$ cat config.mk
export PLATFORM = sky130hd
export DESIGN_NAME = mwf_window
export DESIGN_NICKNAME = d
export VERILOG_FILES = /design/src/design/mwf_pkg.sv /design/src/design/mwf_window.sv
export SDC_FILE = /design/constraint.sdc
export NUM_CORES = 1
export LEC_CHECK = 0
export CAP_MARGIN = 0
export CORE_MARGIN = 5
export CORE_UTILIZATION = 45
export CTS_BUF_LIST = sky130_fd_sc_hd__clkbuf_8 sky130_fd_sc_hd__clkbuf_16
export DETAILED_ROUTE_END_ITERATION = 16
export DONT_BUFFER_PORTS = 1
export SLEW_MARGIN = 20
export SYNTH_ARGS = -nofsm -noshare
export SYNTH_HDL_FRONTEND = slang
export SYNTH_SLANG_ARGS = --single-unit
$ cat constraint.sdc
create_clock -name clk -period 7.25 [get_ports clk]
set_clock_uncertainty 0.05 [all_clocks]
set_input_delay 0.725 -clock clk [delete_from_list [all_inputs] [get_ports clk]]
set_output_delay 0.725 -clock clk [all_outputs]
set_load 0.01 [all_outputs]
$ cat src/design/mwf_pkg.sv
// Shared types and constants for the median window filter.
package mwf_pkg;

  localparam int PIX_W     = 8;
  localparam int ROW_W     = 12;
  localparam int COL_OUT_W = 11;
  localparam int CFG_W     = 12;
  localparam int CFG_IDX_W = 1;

  localparam logic [CFG_IDX_W-1:0] CFG_IMAGE_WIDTH  = 1'b0;
  localparam logic [CFG_IDX_W-1:0] CFG_IMAGE_HEIGHT = 1'b1;

  localparam logic [CFG_W-1:0] WIDTH_RESET  = 12'd640;
  localparam logic [CFG_W-1:0] HEIGHT_RESET = 12'd480;

  // Tag that travels with each pixel down the pipeline
  typedef struct packed {
    logic                 res;   // window is complete and inside the image
    logic                 last;  // bottom-right pixel of the frame
    logic [ROW_W-1:0]     row;   // centre row
    logic [COL_OUT_W-1:0] col;   // centre column
  } pos_t;

endpackage

$ cat src/design/mwf_window.sv
// Column assembly from the line store and the sliding window registers.
module mwf_window #(
  parameter int SIDE = 3,
  localparam int SLOT_W = $clog2(SIDE),
  localparam int AREA   = SIDE * SIDE
) (
  input  logic                                clk,
  input  logic                                rst,
  input  logic                                load,
  output logic                                ready_up,
  input  logic [mwf_pkg::PIX_W-1:0]           pixel,
  input  logic [SLOT_W-1:0]                   slot,
  input  mwf_pkg::pos_t                       pos,
  input  logic [SIDE-1:0][mwf_pkg::PIX_W-1:0] rd_lanes,
  output logic                                win_valid,
  input  logic                                win_ready,
  output logic [AREA-1:0][mwf_pkg::PIX_W-1:0] win_data,
  output mwf_pkg::pos_t                       win_pos
);
  import mwf_pkg::*;

  // lane holding the row d rows above the current one
  function automatic logic [SLOT_W-1:0] lane_back(input logic [SLOT_W-1:0] s,
                                                  input int d);
    if (int'(s) >= d) begin
      return SLOT_W'(int'(s) - d);
    end
    return SLOT_W'(int'(s) + SIDE - d);
  endfunction

  logic                        s1_valid;
  logic [PIX_W-1:0]            s1_pixel;
  logic [SLOT_W-1:0]           s1_slot;
  pos_t                        s1_pos;
  logic                        s2_valid;
  pos_t                        s2_pos;
  logic [SIDE-1:0][SIDE-1:0][PIX_W-1:0] win;

  logic                        s1_adv;
  logic                        s2_adv;
  logic                        s2_ready;
  logic [SIDE-1:0][PIX_W-1:0]  col_vals;

  // Every pixel shifts the window; only complete windows go on to the sorter.
  assign s2_adv   = s2_valid && (!s2_pos.res || win_ready);
  assign s2_ready = !s2_valid || s2_adv;
  assign s1_adv   = s1_valid && s2_ready;
  assign ready_up = !s1_valid || s2_ready;

  // index 0 is the oldest row, the top one the pixel just taken
  always_comb begin
    for (int j = 0; j < SIDE; j++) begin
      if (j == SIDE - 1) begin
        col_vals[j] = s1_pixel;
      end else begin
        col_vals[j] = rd_lanes[lane_back(s1_slot, SIDE - 1 - j)];
      end
    end
  end

  always_ff @(posedge clk) begin
    if (rst) begin
      s1_valid <= 1'b0;
      s2_valid <= 1'b0;
    end else begin
      if (ready_up) begin
        s1_valid <= load;
      end
      if (s2_ready) begin
        s2_valid <= s1_valid;
      end
    end
    if (load) begin
      s1_pixel <= pixel;
      s1_slot  <= slot;
      s1_pos   <= pos;
    end
    if (s1_adv) begin
      s2_pos <= s1_pos;
      for (int r = 0; r < SIDE; r++) begin
        for (int c = 0; c < SIDE - 1; c++) begin
          win[r][c] <= win[r][c+1];
        end
        win[r][SIDE-1] <= col_vals[r];
      end
    end
  end

  always_comb begin
    for (int r = 0; r < SIDE; r++) begin
      for (int c = 0; c < SIDE; c++) begin
        win_data[r*SIDE+c] = win[r][c];
      end
    end
  end

  assign win_valid = s2_valid && s2_pos.res;
  assign win_pos   = s2_pos;

endmodule

==> results.py <==
metrics = {
    "floorplanning": {
        "die_w_um": 109.7,
        "core_region_area_um2": 9729,
        "die_h_um": 109.7,
        "core.rowCount": 36,
        "start_util_pct": 45.97,
        "die-area_um2": 12030,
        "num_io_pins": 162,
    },
    "synth": {
        "netlist_area_um2": 4473,
        "syn_inst": 189,
        "synth_cell_type_count": 16,
        "syn_nets": 255,
        "yosysTopAreaCellShare_pct": 88.62,
        "yosysSeqAreaShare_pct": 89.51,
        "synth_seq_cells": 134,
        "syn_area_per_cell_um2": 23.67,
        "ys_warn_count": 0,
        "synth_top_area_cell": "edfxtp_1",
        "synthTopCellsByArea": "edfxtp_1, mux2i_1, o2bb2ai_1",
    },
    "layout": {
        "area_growth_pct": 17.01,
        "drive_above_1_share_pct": 15.21,
        "nets": 270,
        "final_cell_area_um2": 5234,
        "antennaDiodeCount": 0,
        "postLayoutCoreUtil_pct": 53.79,
    },
    "setup_path": {
        "crit_buf_inv": 0,
        "cpPeakStageDelay_ns": 0.48,
        "reg2reg_slack_ns": 5.31,
        "worstPathRequired_ns": 6.47,
        "crit_path_cell_trace": "and2_1",
        "cp.arrival_ns": 1.23,
        "cp.depth": 1,
        "cp-start-kind": "flop",
        "path_delay_family": "flip-flops",
        "crit_path_end_kind": "primary output",
        "cp_slowest_cell": "edfxtp_1",
        "reg2reg_depth": 3,
        "path_class": "reg -> out",
        "cp_max_fo": 4,
    },
    "power_and_ir_drop": {
        "p_leak_uw": 0.001743,
        "cellPowerDensity_nw_per_um2": 356.5,
        "ir_worst_vdd_mv": 0.1622,
    },
    "outcome": {
        "outcome": "finished, final reports clean",
    },
    "clock_tree": {
        "cts_buffers": 17,
        "cts_resized": 0,
        "clk_latency_ns": 0.50,
        "tritoncts": "done",
        "postCtsHoldBufs": 0,
        "htreeDepth": 4,
        "clkTransAtPathRegs_ns": 0.06,
        "cts_sinks": 134,
        "cts-root-buf": "clkbuf_8",
        "post_cts_buffers": 0,
        "clockBufferDepth": 2,
    },
    "sta": {
        "fin_tns_setup_ns": 0,
        "drv_slew": 0,
        "final_hold_viol_count": 0,
        "grt_setup_unrepaired": "no",
        "fmax_mhz": 499.5,
        "setup_viol": 0,
        "slew_headroom_pct": 56.47,
        "period_minus_slack_ns": 2.002,
        "worst_pin_slew_ns": 0.6530,
        "fin_crit_sh_pct": 27.61,
    },
    "hold_path": {
        "min_path_type": "in -> reg",
        "holdPathStages": 1,
    },
    "drt": {
        "dr.pass1.iters": 4,
        "routed_wl_um": 7683,
        "detailroute.via_count": 1824,
        "wire_per_inst_um": 21.95,
        "drc": 0,
        "vias_per_cell": 5.211,
        "drt_first_iter_violations": 118,
        "detail-route-antenna-nets": 0,
    },
    "grt": {
        "grt_pass1_wl_um": 10980,
        "grt_pass1_vias": 1871,
        "antenna_found_initial": 0,
        "track_usage_pct": 12.95,
        "grt_overflow": 0,
        "grt_max_degree": 98,
    },
    "placed_design": {
        "hpwl_um": 5352,
        "gp_congestion": 0.7270,
        "place_area_um2": 4589,
        "io_buffers": 0,
    },
    "run": {
        "max_cap_violations": 0,
    },
}
==> where the power goes <==
part	internal (uW)	total (uW)	switching (uW)
clock network	561	867	306
logic	18.9	52.1	33.1
registers	912	947	35.1
total	1490	1870	374
==> per-stage QoR <==
step / setup slack (ns) / hold WS [ns] / std cells / total power [uW]
finish: 5.248 / 0.2375 / 350 / 1866
CTS: 5.166 / 0.2069 / 349 / 1886
detailed placement: 4.970 / 0.3571 / 317 / 1015
global placement: 5.036 / 0.3502 / 317 / 1010
floorplan: 3.644 / 0.3503 / 189 / 1000
global route: 5.193 / 0.2026 / 350 / 1939
==> metal layers <==
| metal | global-route usage (%) | vias to the layer above | wire length, um | share of wire, % |
|---|---|---|---|---|
| met3 | 8.691 | 10 | 885 | 12 |
| li1 | - | 792 | - | - |
| met1 | 13.40 | 913 | 2676 | 35 |
| met2 | 20.44 | 109 | 4020 | 52 |
| met5 | 0 | - | 0 | 0 |
| met4 | 5.699 | 0 | 101 | 1.3 |
==> cell type report <==
type	instances	area [um^2]
sequential	134	4004
tap	133	166.4
fill	769	4496
clock inverter	15	202.7
multi-input combinational	46	404.1
inverter	4	15.01
clock buffer	17	414.1
timing repair buffer	1	27.53
==> cell families after synthesis <==
family,Yosys count,synth area share (%)
multiplexers,16,3.580
buffers and inverters,9,1.510
AO/OA/AOI/OAI,18,3.189
AND/OR/NAND/NOR,9,1.371
flip-flops,134,89.51
adder cells (fa/ha/maj),3,0.8393
==> state kept, by name, summed over array words and instances (netlist names) <==
| register | cells |
|---|---|
| s2_valid | 1 |
| s1_valid | 1 |
| s1_pixel | 8 |
| win_data | 72 |
| s1_pos | 25 |
| win_pos | 25 |
| s1_slot | 2 |
==> synth_stat cells <==
master and number:
and2b_1 1, buf_4 1, dfxtp_1 2, mux2i_1 16, edfxtp_1 132, a21oi_1 2
nand4b_1 1, nand2_1 3, o22ai_1 3, nand3b_1 1, and2_1 2, nor2b_4 1
ha_1 3, buf_6 4, o2bb2ai_1 13, inv_1 4
==> placed cells by master (no fill, tap or decap), types with 2 or more instances in the layout <==
cell,Yosys,layout
inv_6,0,2
nand2_1,3,3
clkinvlp_4,0,2
o2bb2ai_1,13,13
inv_1,4,5
edfxtp_1,132,132
o22ai_1,3,3
mux2i_1,16,16
ha_1,3,3
clkinv_4,0,3
a21oi_1,2,2
clkbuf_16,0,16
dfxtp_1,2,2
bufinv_16,0,4
==> path summary, 6_finish.rpt <==
| kind | start | endpoint |
|---|---|---|
| setup / recovery | win_pos[24] | win_valid |
| hold / removal | rst | s1_valid |
| setup reg to reg | s1_slot[1] | win_data[21] |
| hold reg to reg | s1_pos[2] | win_pos[2] |
Power figures use the tool's default switching activity.
