`src/design/mwf_pkg.sv`:
```
// Shared types and constants for the median window filter.
package mwf_pkg;

  localparam int PIX_W     = 8;
  localparam int ROW_W     = 12;
  localparam int COL_OUT_W = 11;
  localparam int CFG_W     = 12;
  localparam int CFG_IDX_W = 1;

  localparam logic [CFG_IDX_W-1:0] CFG_IMAGE_WIDTH  = 1'b0;
  localparam logic [CFG_IDX_W-1:0] CFG_IMAGE_HEIGHT = 1'b1;

  localparam logic [CFG_W-1:0] WIDTH_RESET  = 12'd640;
  localparam logic [CFG_W-1:0] HEIGHT_RESET = 12'd480;

  // Tag that travels with each pixel down the pipeline
  typedef struct packed {
    logic                 res;   // window is complete and inside the image
    logic                 last;  // bottom-right pixel of the frame
    logic [ROW_W-1:0]     row;   // centre row
    logic [COL_OUT_W-1:0] col;   // centre column
  } pos_t;

endpackage

```
`src/design/mwf_sort_net.sv`:
```
// Pipelined odd-even transposition sort; the last stage is the output register.
module mwf_sort_net #(
  parameter int N = 9
) (
  input  logic                             clk,
  input  logic                             rst,
  input  logic                             in_valid,
  output logic                             in_ready,
  input  logic [N-1:0][mwf_pkg::PIX_W-1:0] in_data,
  input  mwf_pkg::pos_t                    in_pos,
  output logic                             out_valid,
  input  logic                             out_ready,
  output logic [mwf_pkg::PIX_W-1:0]        median,
  output mwf_pkg::pos_t                    out_pos
);
  import mwf_pkg::*;

  logic [N-1:0][PIX_W-1:0] st_data [N];
  pos_t                    st_pos  [N];
  logic                    st_valid[N];
  logic                    st_ready[N];

  for (genvar k = 0; k < N; k++) begin : g_stage
    logic [N-1:0][PIX_W-1:0] prev;
    logic [N-1:0][PIX_W-1:0] swapped;
    logic                    up_valid;
    pos_t                    up_pos;

    if (k == 0) begin : g_first
      assign prev     = in_data;
      assign up_valid = in_valid;
      assign up_pos   = in_pos;
    end else begin : g_next
      assign prev     = st_data[k-1];
      assign up_valid = st_valid[k-1];
      assign up_pos   = st_pos[k-1];
    end

    if (k == N - 1) begin : g_tail
      assign st_ready[k] = !st_valid[k] || out_ready;
    end else begin : g_body
      assign st_ready[k] = !st_valid[k] || st_ready[k+1];
    end

    // even stages pair (0,1),(2,3)..., odd stages pair (1,2),(3,4)...
    always_comb begin
      swapped = prev;
      for (int i = k % 2; i < N - 1; i += 2) begin
        if (prev[i] > prev[i+1]) begin
          swapped[i]   = prev[i+1];
          swapped[i+1] = prev[i];
        end
      end
    end

    always_ff @(posedge clk) begin
      if (rst) begin
        st_valid[k] <= 1'b0;
      end else if (st_ready[k]) begin
        st_valid[k] <= up_valid;
      end
      if (st_ready[k] && up_valid) begin
        st_data[k] <= swapped;
        st_pos[k]  <= up_pos;
      end
    end
  end

  assign in_ready  = st_ready[0];
  assign out_valid = st_valid[N-1];
  assign median    = st_data[N-1][N/2];
  assign out_pos   = st_pos[N-1];

  a_median_ordered : assert property (@(posedge clk) disable iff (rst)
    st_valid[N-1] |-> (st_data[N-1][N/2-1] <= st_data[N-1][N/2]) &&
                      (st_data[N-1][N/2] <= st_data[N-1][N/2+1]))
    else $error("sorter output not ordered around the median");

endmodule

```
`config.mk`:
```
export PLATFORM = sky130hd
export DESIGN_NAME = mwf_sort_net
export DESIGN_NICKNAME = d
export VERILOG_FILES = /design/src/design/mwf_pkg.sv /design/src/design/mwf_sort_net.sv
export SDC_FILE = /design/constraint.sdc
export NUM_CORES = 1
export LEC_CHECK = 0
export BUFFER_PORTS_ARGS = -buffer_cell sky130_fd_sc_hd__buf_2
export CAP_MARGIN = 30
export CORE_ASPECT_RATIO = 1.5
export CORE_MARGIN = 4
export CORE_UTILIZATION = 40
export CTS_CLUSTER_DIAMETER = 50
export DETAILED_ROUTE_END_ITERATION = 10
export PLACE_DENSITY = 0.54
export SLEW_MARGIN = 20
export SYNTH_ARGS = -nofsm -noshare
export SYNTH_HDL_FRONTEND = slang
export SYNTH_SLANG_ARGS = --single-unit
```
`constraint.sdc`:
```
create_clock -name clk -period 15.05 [get_ports clk]
set_clock_uncertainty 0.15 [all_clocks]
set_input_delay 3.01 -clock clk [delete_from_list [all_inputs] [get_ports clk]]
set_output_delay 3.01 -clock clk [all_outputs]
set_load 0.1 [all_outputs]
```
==> results.sh, run 1 <==
export IMPL_status="finished clean"
export IMPL_port_buffers=135
export IMPL_slew_viol_final=0
export IMPL_die_h_um=363
export IMPL_place_inst=3191
export IMPL_first_pass_iters=4
export IMPL_final_layout_size_suffix_gt1_frac=0.362
export IMPL_die_x_um=245
export IMPL_ctsHoldBuffers=0
export IMPL_power_density_nw_per_um2=114
export IMPL_cp_max_fo=6
export IMPL_clock_sinks=690
export IMPL_setup_tns_ns=0
export IMPL_antenna_found_initial=0
export IMPL_cp_end_kind="output pin"
export IMPL_synth_net_count=2288
export IMPL_maxCapViolCount=0
export IMPL_final_cell_mix="690 x edfxtp_1, 241 x inv_1, 240 x ha_1"
export IMPL_hp_class="reg2reg"
export IMPL_start_kind="input pin"
export IMPL_ys_types=31
export IMPL_cts_tree="yes"
export IMPL_leakage_nw=14.7
export IMPL_drtIter0Drc=472
export IMPL_synth_seq_area_share=0.615
export IMPL_final_nets=2484
export IMPL_grt_remaining_overflow=0
export IMPL_coreArea_um2=83600
export IMPL_crit_type="in2out"
export IMPL_hold_violations=0
export IMPL_place_gp_congestion=0.783
export IMPL_fin_cells=3321
export IMPL_grt_pass1_wl_um=89800
export IMPL_yosys_register_bits=690
export IMPL_cts_root_buf="clkbuf_16"
export IMPL_setup_viol=0
export IMPL_htreeDepth=3
export IMPL_insertion_delay_ns=0.62
export IMPL_path_clk_slew_ns=0.06
export IMPL_clock_path_buffers=3
export IMPL_syn_area_per_cell_um2=17.3
export IMPL_period_share=0.517
export IMPL_worst_endpoint_required_ns=11.89
export IMPL_synth_flop_cell="edfxtp_1"
export IMPL_n_antenna_cell=0
export IMPL_cts_resized=0
export IMPL_hpwl_um=42100
export IMPL_ios=136
export IMPL_grt_usage=0.125
export IMPL_rsz0062_at_grt="false"
export IMPL_final_common_cell="edfxtp_1"
export IMPL_syn_to_final_growth_pct=12.3
export IMPL_route_vias_total=16100
export IMPL_peakVddDrop_v=0.0000703
export IMPL_netlist_instances=1947
export IMPL_fillers=7364
export IMPL_grt_pass1_vias=17200
export IMPL_placementRows=130
export IMPL_ant_nets=0
export IMPL_synth_async_reset_ratio=0
export IMPL_wire_per_inst_um=16.8
export IMPL_avgViaCountPerCell=4.84
export IMPL_drc_errors=0
export IMPL_yosysWarnings=0
export IMPL_syn_area_um2=33700
export IMPL_cts_buffers=71
export IMPL_synth_edf_count=690
export IMPL_clock_fmax_mhz=129
export IMPL_cts_setup_buffers=0
export IMPL_grt_max_degree=74
export IMPL_critPathArrivalTime_ns=4.61
export IMPL_post_route_min_period_ns=7.77
export IMPL_routed_wl_um=55700
export IMPL_initial_core_util=0.403
export IMPL_slew_headroom=0.378
export IMPL_dieArea_um2=89000
export IMPL_worstMarginPinSlew_ns=0.933
export IMPL_final_util=0.452
-- cells in the mapped netlist, types with 2 or more instances --
cell type | n | area [µm²]
a211oi_1 | 8 | 60.1
a211oi_2 | 22 | 275
a21oi_1 | 38 | 190
a21oi_2 | 22 | 193
and2_1 | 4 | 25.0
buf_12 | 22 | 440
edfxtp_1 | 690 | 20700
ha_1 | 240 | 3000
inv_1 | 241 | 905
mux2_2 | 196 | 2210
mux2_4 | 220 | 3300
nand2_1 | 3 | 11.3
nand2b_1 | 3 | 18.8
nand3_1 | 2 | 10.0
nand3b_1 | 2 | 15.0
nand4_1 | 60 | 375
nor2_1 | 32 | 120
nor2b_1 | 19 | 119
nor2b_4 | 22 | 303
o211ai_1 | 8 | 60.1
o211ai_2 | 22 | 275
o21ai_0 | 30 | 150
o32ai_4 | 30 | 826
or2_2 | 4 | 25.0
-- stage by stage --
step / hold slack [ns] / area [µm²] / power (mW) / worst slack [ns]
floorplan: 0.250 / 33700 / 2.57 / 6.18
global placement: 0.250 / 35400 / 2.62 / 7.36
detailed placement: 0.255 / 35400 / 2.63 / 7.30
CTS: 0.266 / 37800 / 4.41 / 7.29
global route: 0.271 / 37800 / 4.52 / 7.18
finish: 0.263 / 37800 / 4.33 / 7.28
-- flip-flops by register name (all words and copies together) (netlist names) --
register	flops
st_data	456
st_valid	9
st_pos	225
-- kinds of logic (layout without fill, tap and decap cells) --
family / Yosys count / count (layout) / share of synthesized area
buffers and inverters: 264 / 516 / 0.0400
and+or+nand+nor: 156 / 156 / 0.0315
adders and majority gates: 240 / 240 / 0.0892
DFF: 690 / 690 / 0.615
muxes: 416 / 416 / 0.164
AOI/OAI and AO/OA: 181 / 181 / 0.0605
-- final timing paths --
path	slack, ns	cells after the start	from	end
worst min register to register	0.26	0	st_pos[0][189]	st_pos[0][214]
worst min-delay path	0.26	0	st_pos[0][189]	st_pos[0][214]
worst max-delay path	7.28	6	out_ready	in_ready
worst max register to register	12.05	6	st_valid[8]	st_data[0][53]
-- power by group --
part | internal (mW) | switching [mW]
sequential | 2.18 | 0.0395
clock | 1.02 | 0.731
combinational | 0.206 | 0.158
-- routing by layer --
| metal | up-vias | part of all wire | track usage | wire length, µm |
|---|---|---|---|---|
| met5 | - | 0 | 0 | 0 |
| met4 | 0 | 0.029 | 0.0457 | 1640 |
| met3 | 117 | 0.029 | 0.0212 | 1640 |
| met2 | 219 | 0.59 | 0.258 | 32900 |
| met1 | 7893 | 0.35 | 0.122 | 19500 |
| li1 | 7849 | - | - | - |
-- final cells by class --
class                   instances  area (µm²)  area share
clock buffers                  87        1860      0.0491
multi-input cells             993       11700       0.308
flip-flops and latches        690       20700       0.548
inverters                     241         905      0.0239
well taps                    1122        1400      0.0371
repair buffers                146         778      0.0206
clock inverters                42         512      0.0135
-- critical path, cell delays in order --
cell and delay [ns]:
buf_2 0.10, nand3b_1 0.23, nor3_2 0.40, and4_1 0.47, nand2_1 0.10, buf_2 0.30
No activity file was read; power rests on OpenSTA's default activity.
==> run 2, diff against run 1 <==
PLACE_DENSITY = 0.56   (was 0.54)
clock period = 6.4 ns   (was 15.05 ns; I/O delays follow)
==> results.sh, run 2 (synthesis gave the netlist of run 1 again) <==
export IMPL_status="finished clean"
export IMPL_post_route_min_period_ns=4.28
export IMPL_largest_reg_flops=456
export IMPL_cp_end_kind="output pin"
export IMPL_path_clk_slew_ns=0.06
export IMPL_grt_usage=0.125
export IMPL_drc_errors=0
export IMPL_pre_cts_slack_ns=2.11
export IMPL_crit_start="out_ready"
export IMPL_slew_headroom=0.373
export IMPL_final_nets=2480
export IMPL_min_from="st_pos[0][120]"
export IMPL_cp_max_fo=6
export IMPL_dieArea_um2=89000
export IMPL_final_util=0.451
export IMPL_avgViaCountPerCell=4.82
export IMPL_ios=136
export IMPL_maxCapViolCount=0
export IMPL_fin_ws_ns=2.12
export IMPL_port_buffers=135
export IMPL_grt_max_degree=99
export IMPL_use_met3=0.0196
export IMPL_clock_sinks=690
export IMPL_insertion_delay_ns=0.62
export IMPL_cts_resized=0
export IMPL_slew_viol_final=0
export IMPL_worstMarginPinSlew_ns=0.940
export IMPL_wire_per_inst_um=16.5
export IMPL_grt_use_met1=0.123
export IMPL_first_pass_iters=6
export IMPL_reg_top3="st_data (456), st_pos (225), st_valid (9)"
export IMPL_grt_busiest_layer="met2"
export IMPL_routed_wl_um=54800
export IMPL_regMostFlops="st_data"
export IMPL_initial_core_util=0.403
export IMPL_grt_pass1_vias=17300
export IMPL_setup_viol=0
export IMPL_die_h_um=363
export IMPL_placementRows=130
export IMPL_cts_root_buf="clkbuf_16"
export IMPL_cts_buffers=69
export IMPL_cts_setup_buffers=0
export IMPL_grt_use_met2=0.255
export IMPL_rr_startpoint="st_data[0][9]"
export IMPL_ant_nets=0
export IMPL_hp_class="reg2reg"
export IMPL_grt_pass1_wl_um=89700
export IMPL_start_kind="input pin"
export IMPL_leakage_nw=14.6
export IMPL_htreeDepth=3
export IMPL_cts_tree="yes"
export IMPL_setup_tns_ns=0
export IMPL_clock_path_buffers=3
export IMPL_grt_remaining_overflow=0
export IMPL_n_antenna_cell=0
export IMPL_die_x_um=245
export IMPL_syn_to_final_growth_pct=12.1
export IMPL_ctsHoldBuffers=0
export IMPL_place_gp_congestion=0.816
export IMPL_hold_violations=0
export IMPL_final_common_cell="edfxtp_1"
export IMPL_coreArea_um2=83600
export IMPL_fillers=7315
export IMPL_clock_fmax_mhz=234
export IMPL_final_layout_size_suffix_gt1_frac=0.361
export IMPL_worst_endpoint_required_ns=4.97
export IMPL_route_vias_total=16000
export IMPL_drtIter0Drc=496
export IMPL_peakVddDrop_v=0.000179
export IMPL_critPathArrivalTime_ns=2.85
export IMPL_period_share=0.669
export IMPL_antenna_found_initial=0
export IMPL_final_cell_mix="690 x edfxtp_1, 241 x inv_1, 240 x ha_1"
export IMPL_power_density_nw_per_um2=266
export IMPL_rsz0062_at_grt="false"
export IMPL_crit_type="in2out"
export IMPL_hpwl_um=41600
run 2: report_power, final:
group	total [mW]	switching [mW]	internal [mW]	leakage [nW]
Clock	3.98	1.71	2.28	1.10
Sequential	5.21	0.0937	5.12	6.38
Combinational	0.855	0.370	0.485	7.15
run 2: cell type report:
| type | instances | area (µm²) | area share |
|---|---|---|---|
| tap | 1122 | 1400 | 0.0372 |
| clock inverter | 41 | 515 | 0.0137 |
| multi-input combinational | 993 | 11700 | 0.309 |
| timing repair buffer | 144 | 768 | 0.0204 |
| sequential | 690 | 20700 | 0.549 |
| inverter | 241 | 905 | 0.0240 |
| clock buffer | 83 | 1780 | 0.0471 |
run 2: routing by layer:
| metal | part of all wire | wire length [µm] |
|---|---|---|
| met5 | 0 | 0 |
| met1 | 0.35 | 19200 |
| met2 | 0.59 | 32200 |
| met3 | 0.032 | 1740 |
| met4 | 0.031 | 1730 |
run 2: final timing paths:
| kind | to | slack (ns) | depth (start not counted) |
|---|---|---|---|
| max | in_ready | 2.12 | 6 |
| min | st_pos[0][145] | 0.26 | 0 |
| max reg2reg | st_data[0][95] | 3.60 | 6 |
| min reg2reg | st_pos[0][145] | 0.26 | 0 |
run 2: worst max-delay path: stages:
cell      delay [ns]
buf_2           0.10
nand3b_1        0.22
nor3_2          0.39
and4_1          0.46
nand2_1         0.09
buf_2           0.30
run 2: stage by stage:
step,hold WS (ns),total power [mW],cell area (µm²),std cells
global route,0.253,10.5,37700,3314
finish,0.263,10.1,37700,3314
floorplan,0.250,6.03,33700,1947
CTS,0.264,10.2,37700,3314
global placement,0.250,6.16,35500,3190
detailed placement,0.255,6.18,35500,3190
==> run 3, diff against run 2 <==
ABC_AREA = 1   (was unset)
PLACE_DENSITY = 0.54   (was 0.56)
clock period = 4.1 ns   (was 6.4 ns; I/O delays follow)
==> results.sh, run 3 <==
export IMPL_initial_core_util=0.404
export IMPL_coreArea_um2=83900
export IMPL_cts_buffers=71
export IMPL_syn_area_um2=33900
export IMPL_synth_top_family_by_area="simple AND/OR/NAND/NOR gates"
export IMPL_htreeDepth=3
export IMPL_finalPower_mw=16.9
export IMPL_die_h_um=365
export IMPL_first_pass_iters=5
export IMPL_ios=136
export IMPL_wire_per_inst_um=14.5
export IMPL_port_buffers=135
export IMPL_clock_path_buffers=3
export IMPL_maxCapViolCount=0
export IMPL_routed_wl_um=62100
export IMPL_drtIter0Drc=685
export IMPL_insertion_delay_ns=0.62
export IMPL_cp_max_fo=4
export IMPL_synth_top_area_frac=0.611
export IMPL_synth_seq_area_share=0.611
export IMPL_grt_use_met1=0.137
export IMPL_start_kind="register"
export IMPL_synthMuxAreaShare=0
export IMPL_setup_viol=0
export IMPL_cts_root_buf="clkbuf_16"
export IMPL_grt_pass1_wl_um=103000
export IMPL_syn_to_final_growth_pct=12.1
export IMPL_slew_viol_final=0
export IMPL_yosys_register_bits=690
export IMPL_synth_xor_area_frac=0
export IMPL_synth_top_cells_by_area="edfxtp_1 61%, nand2_1 9.3%, ha_1 8.9%, nand3_1 5.0%, inv_1 3.5%"
export IMPL_post_route_min_period_ns=2.92
export IMPL_grt_busiest_layer="met2"
export IMPL_netlist_instances=2941
export IMPL_synth_simple_gate_area_frac=0.205
export IMPL_synth_compound_area_share=0.0441
export IMPL_slew_headroom=0.461
export IMPL_path_clk_slew_ns=0.06
export IMPL_power_density_nw_per_um2=444
export IMPL_cp_end_kind="output pin"
export IMPL_ctsHoldBuffers=0
export IMPL_yosys_top_cells_count="843 x nand2_1, 690 x edfxtp_1, 337 x nand3_1, 316 x inv_1, 240 x ha_1"
export IMPL_dieArea_um2=89600
export IMPL_final_nets=3451
export IMPL_final_cell_mix="842 x nand2_1, 690 x edfxtp_1, 337 x nand3_1"
export IMPL_worst_endpoint_required_ns=3.13
export IMPL_antenna_found_initial=0
export IMPL_status="finished clean"
export IMPL_critPathArrivalTime_ns=1.95
export IMPL_place_inst=4158
export IMPL_worstMarginPinSlew_ns=0.807
export IMPL_cts_tree="yes"
export IMPL_ys_types=28
export IMPL_grt_max_degree=98
export IMPL_hpwl_um=48800
export IMPL_place_gp_congestion=0.862
export IMPL_n_antenna_cell=0
export IMPL_rsz0062_at_grt="false"
export IMPL_crit_type="reg2out"
export IMPL_post_synth_top_count_cell="nand2_1"
export IMPL_yosysWarnings=0
export IMPL_clock_sinks=690
export IMPL_peakVddDrop_v=0.000255
export IMPL_cts_setup_buffers=0
export IMPL_drc_errors=0
export IMPL_setup_tns_ns=0
export IMPL_synth_async_reset_ratio=0
export IMPL_ant_nets=0
export IMPL_grt_pass1_vias=21500
export IMPL_synth_flop_cell="edfxtp_1"
export IMPL_grt_usage=0.141
export IMPL_hp_class="in2reg"
export IMPL_final_common_cell="nand2_1"
export IMPL_reg_top3="st_data (456), st_pos (225), st_valid (9)"
export IMPL_synth_adder_area_share=0.0886
export IMPL_clock_fmax_mhz=343
export IMPL_final_layout_size_suffix_gt1_frac=0.164
export IMPL_yosysTopAreaCell="edfxtp_1"
export IMPL_leakage_nw=16.1
export IMPL_hold_violations=0
export IMPL_cts_resized=0
export IMPL_avgViaCountPerCell=4.83
export IMPL_synth_edf_count=690
export IMPL_fin_cells=4283
export IMPL_use_met3=0.0214
export IMPL_period_share=0.712
export IMPL_fillers=7719
export IMPL_placementRows=130
export IMPL_largest_reg_flops=456
export IMPL_route_vias_total=20700
export IMPL_die_x_um=246
export IMPL_grt_use_met2=0.286
export IMPL_regMostFlops="st_data"
export IMPL_syn_area_per_cell_um2=11.5
export IMPL_grt_remaining_overflow=0
export IMPL_synth_net_count=3282
run 3: changes by cell type in the layout (fill, tap and decap cells not counted), moves of 30 or more:
cell	before	now
a21oi_1	38	104
inv_1	241	312
mux2_2	196	0
mux2_4	220	0
nand2_1	3	842
nand2_2	0	64
nand2_4	0	32
nand3_1	2	337
nand4_1	60	1
o21ai_2	0	81
o32ai_4	30	0
run 3: kinds of logic (layout without fill, tap and decap cells):
kind of cell    Yosys count  after routing
compound gates          231            231
simple gates           1406           1406
buf+inv                 374            594
fa+ha+maj               240            240
flops                   690            690
run 3: metrics by stage:
step | util | hold slack [ns] | instance area, µm² | worst slack, ns
4_1_cts | 0.453 | 0.158 | 38000 | 1.09
6_report | 0.453 | 0.215 | 38000 | 1.18
3_5_place_dp | 0.425 | 0.255 | 35700 | 0.749
2_1_floorplan | - | 0.250 | 33900 | 0.000740
5_1_grt | 0.453 | 0.174 | 38000 | 1.02
3_3_place_gp | 0.425 | 0.250 | 35700 | 0.758
run 3: worst paths after layout:
check	startpoint	end	slack (ns)	depth (start not counted)
worst max-delay path	st_valid[7]	in_ready	1.18	6
worst min register to register	st_pos[0][35]	st_pos[0][60]	0.26	0
worst min-delay path	in_pos[14]	st_pos[0][14]	0.21	1
worst max register to register	st_valid[7]	st_data[0][71]	1.46	8
run 3: critical path, cell delays in order (launching register included):
cell and delay (ns):
edfxtp_1 0.39, nand3_2 0.12, nor2_4 0.14, nand4_2 0.11, nor2_2 0.20, nand3_4 0.10
buf_2 0.30
run 3: final cells by class:
cell class	instances	area, µm²	area share
flip-flops and latches	690	20700	0.545
multi-input cells	1877	11500	0.302
clock buffers	89	1840	0.0485
well taps	1122	1400	0.0369
inverters	317	1200	0.0315
repair buffers	153	911	0.0240
clock inverters	35	459	0.0121
run 3: where the power goes:
part	switching [mW]	leakage [nW]	total (mW)	internal, mW
combinational	1.37	8.59	2.10	0.724
clock	2.60	1.10	6.21	3.62
sequential	0.262	6.36	8.56	8.30
total	4.23	16.1	16.9	12.6
run 3: per-layer routing:
metal	up-vias	share of wire
met3	151	0.032
met2	337	0.57
met4	0	0.038
met5	-	0
li1	10500	-
met1	9727	0.36
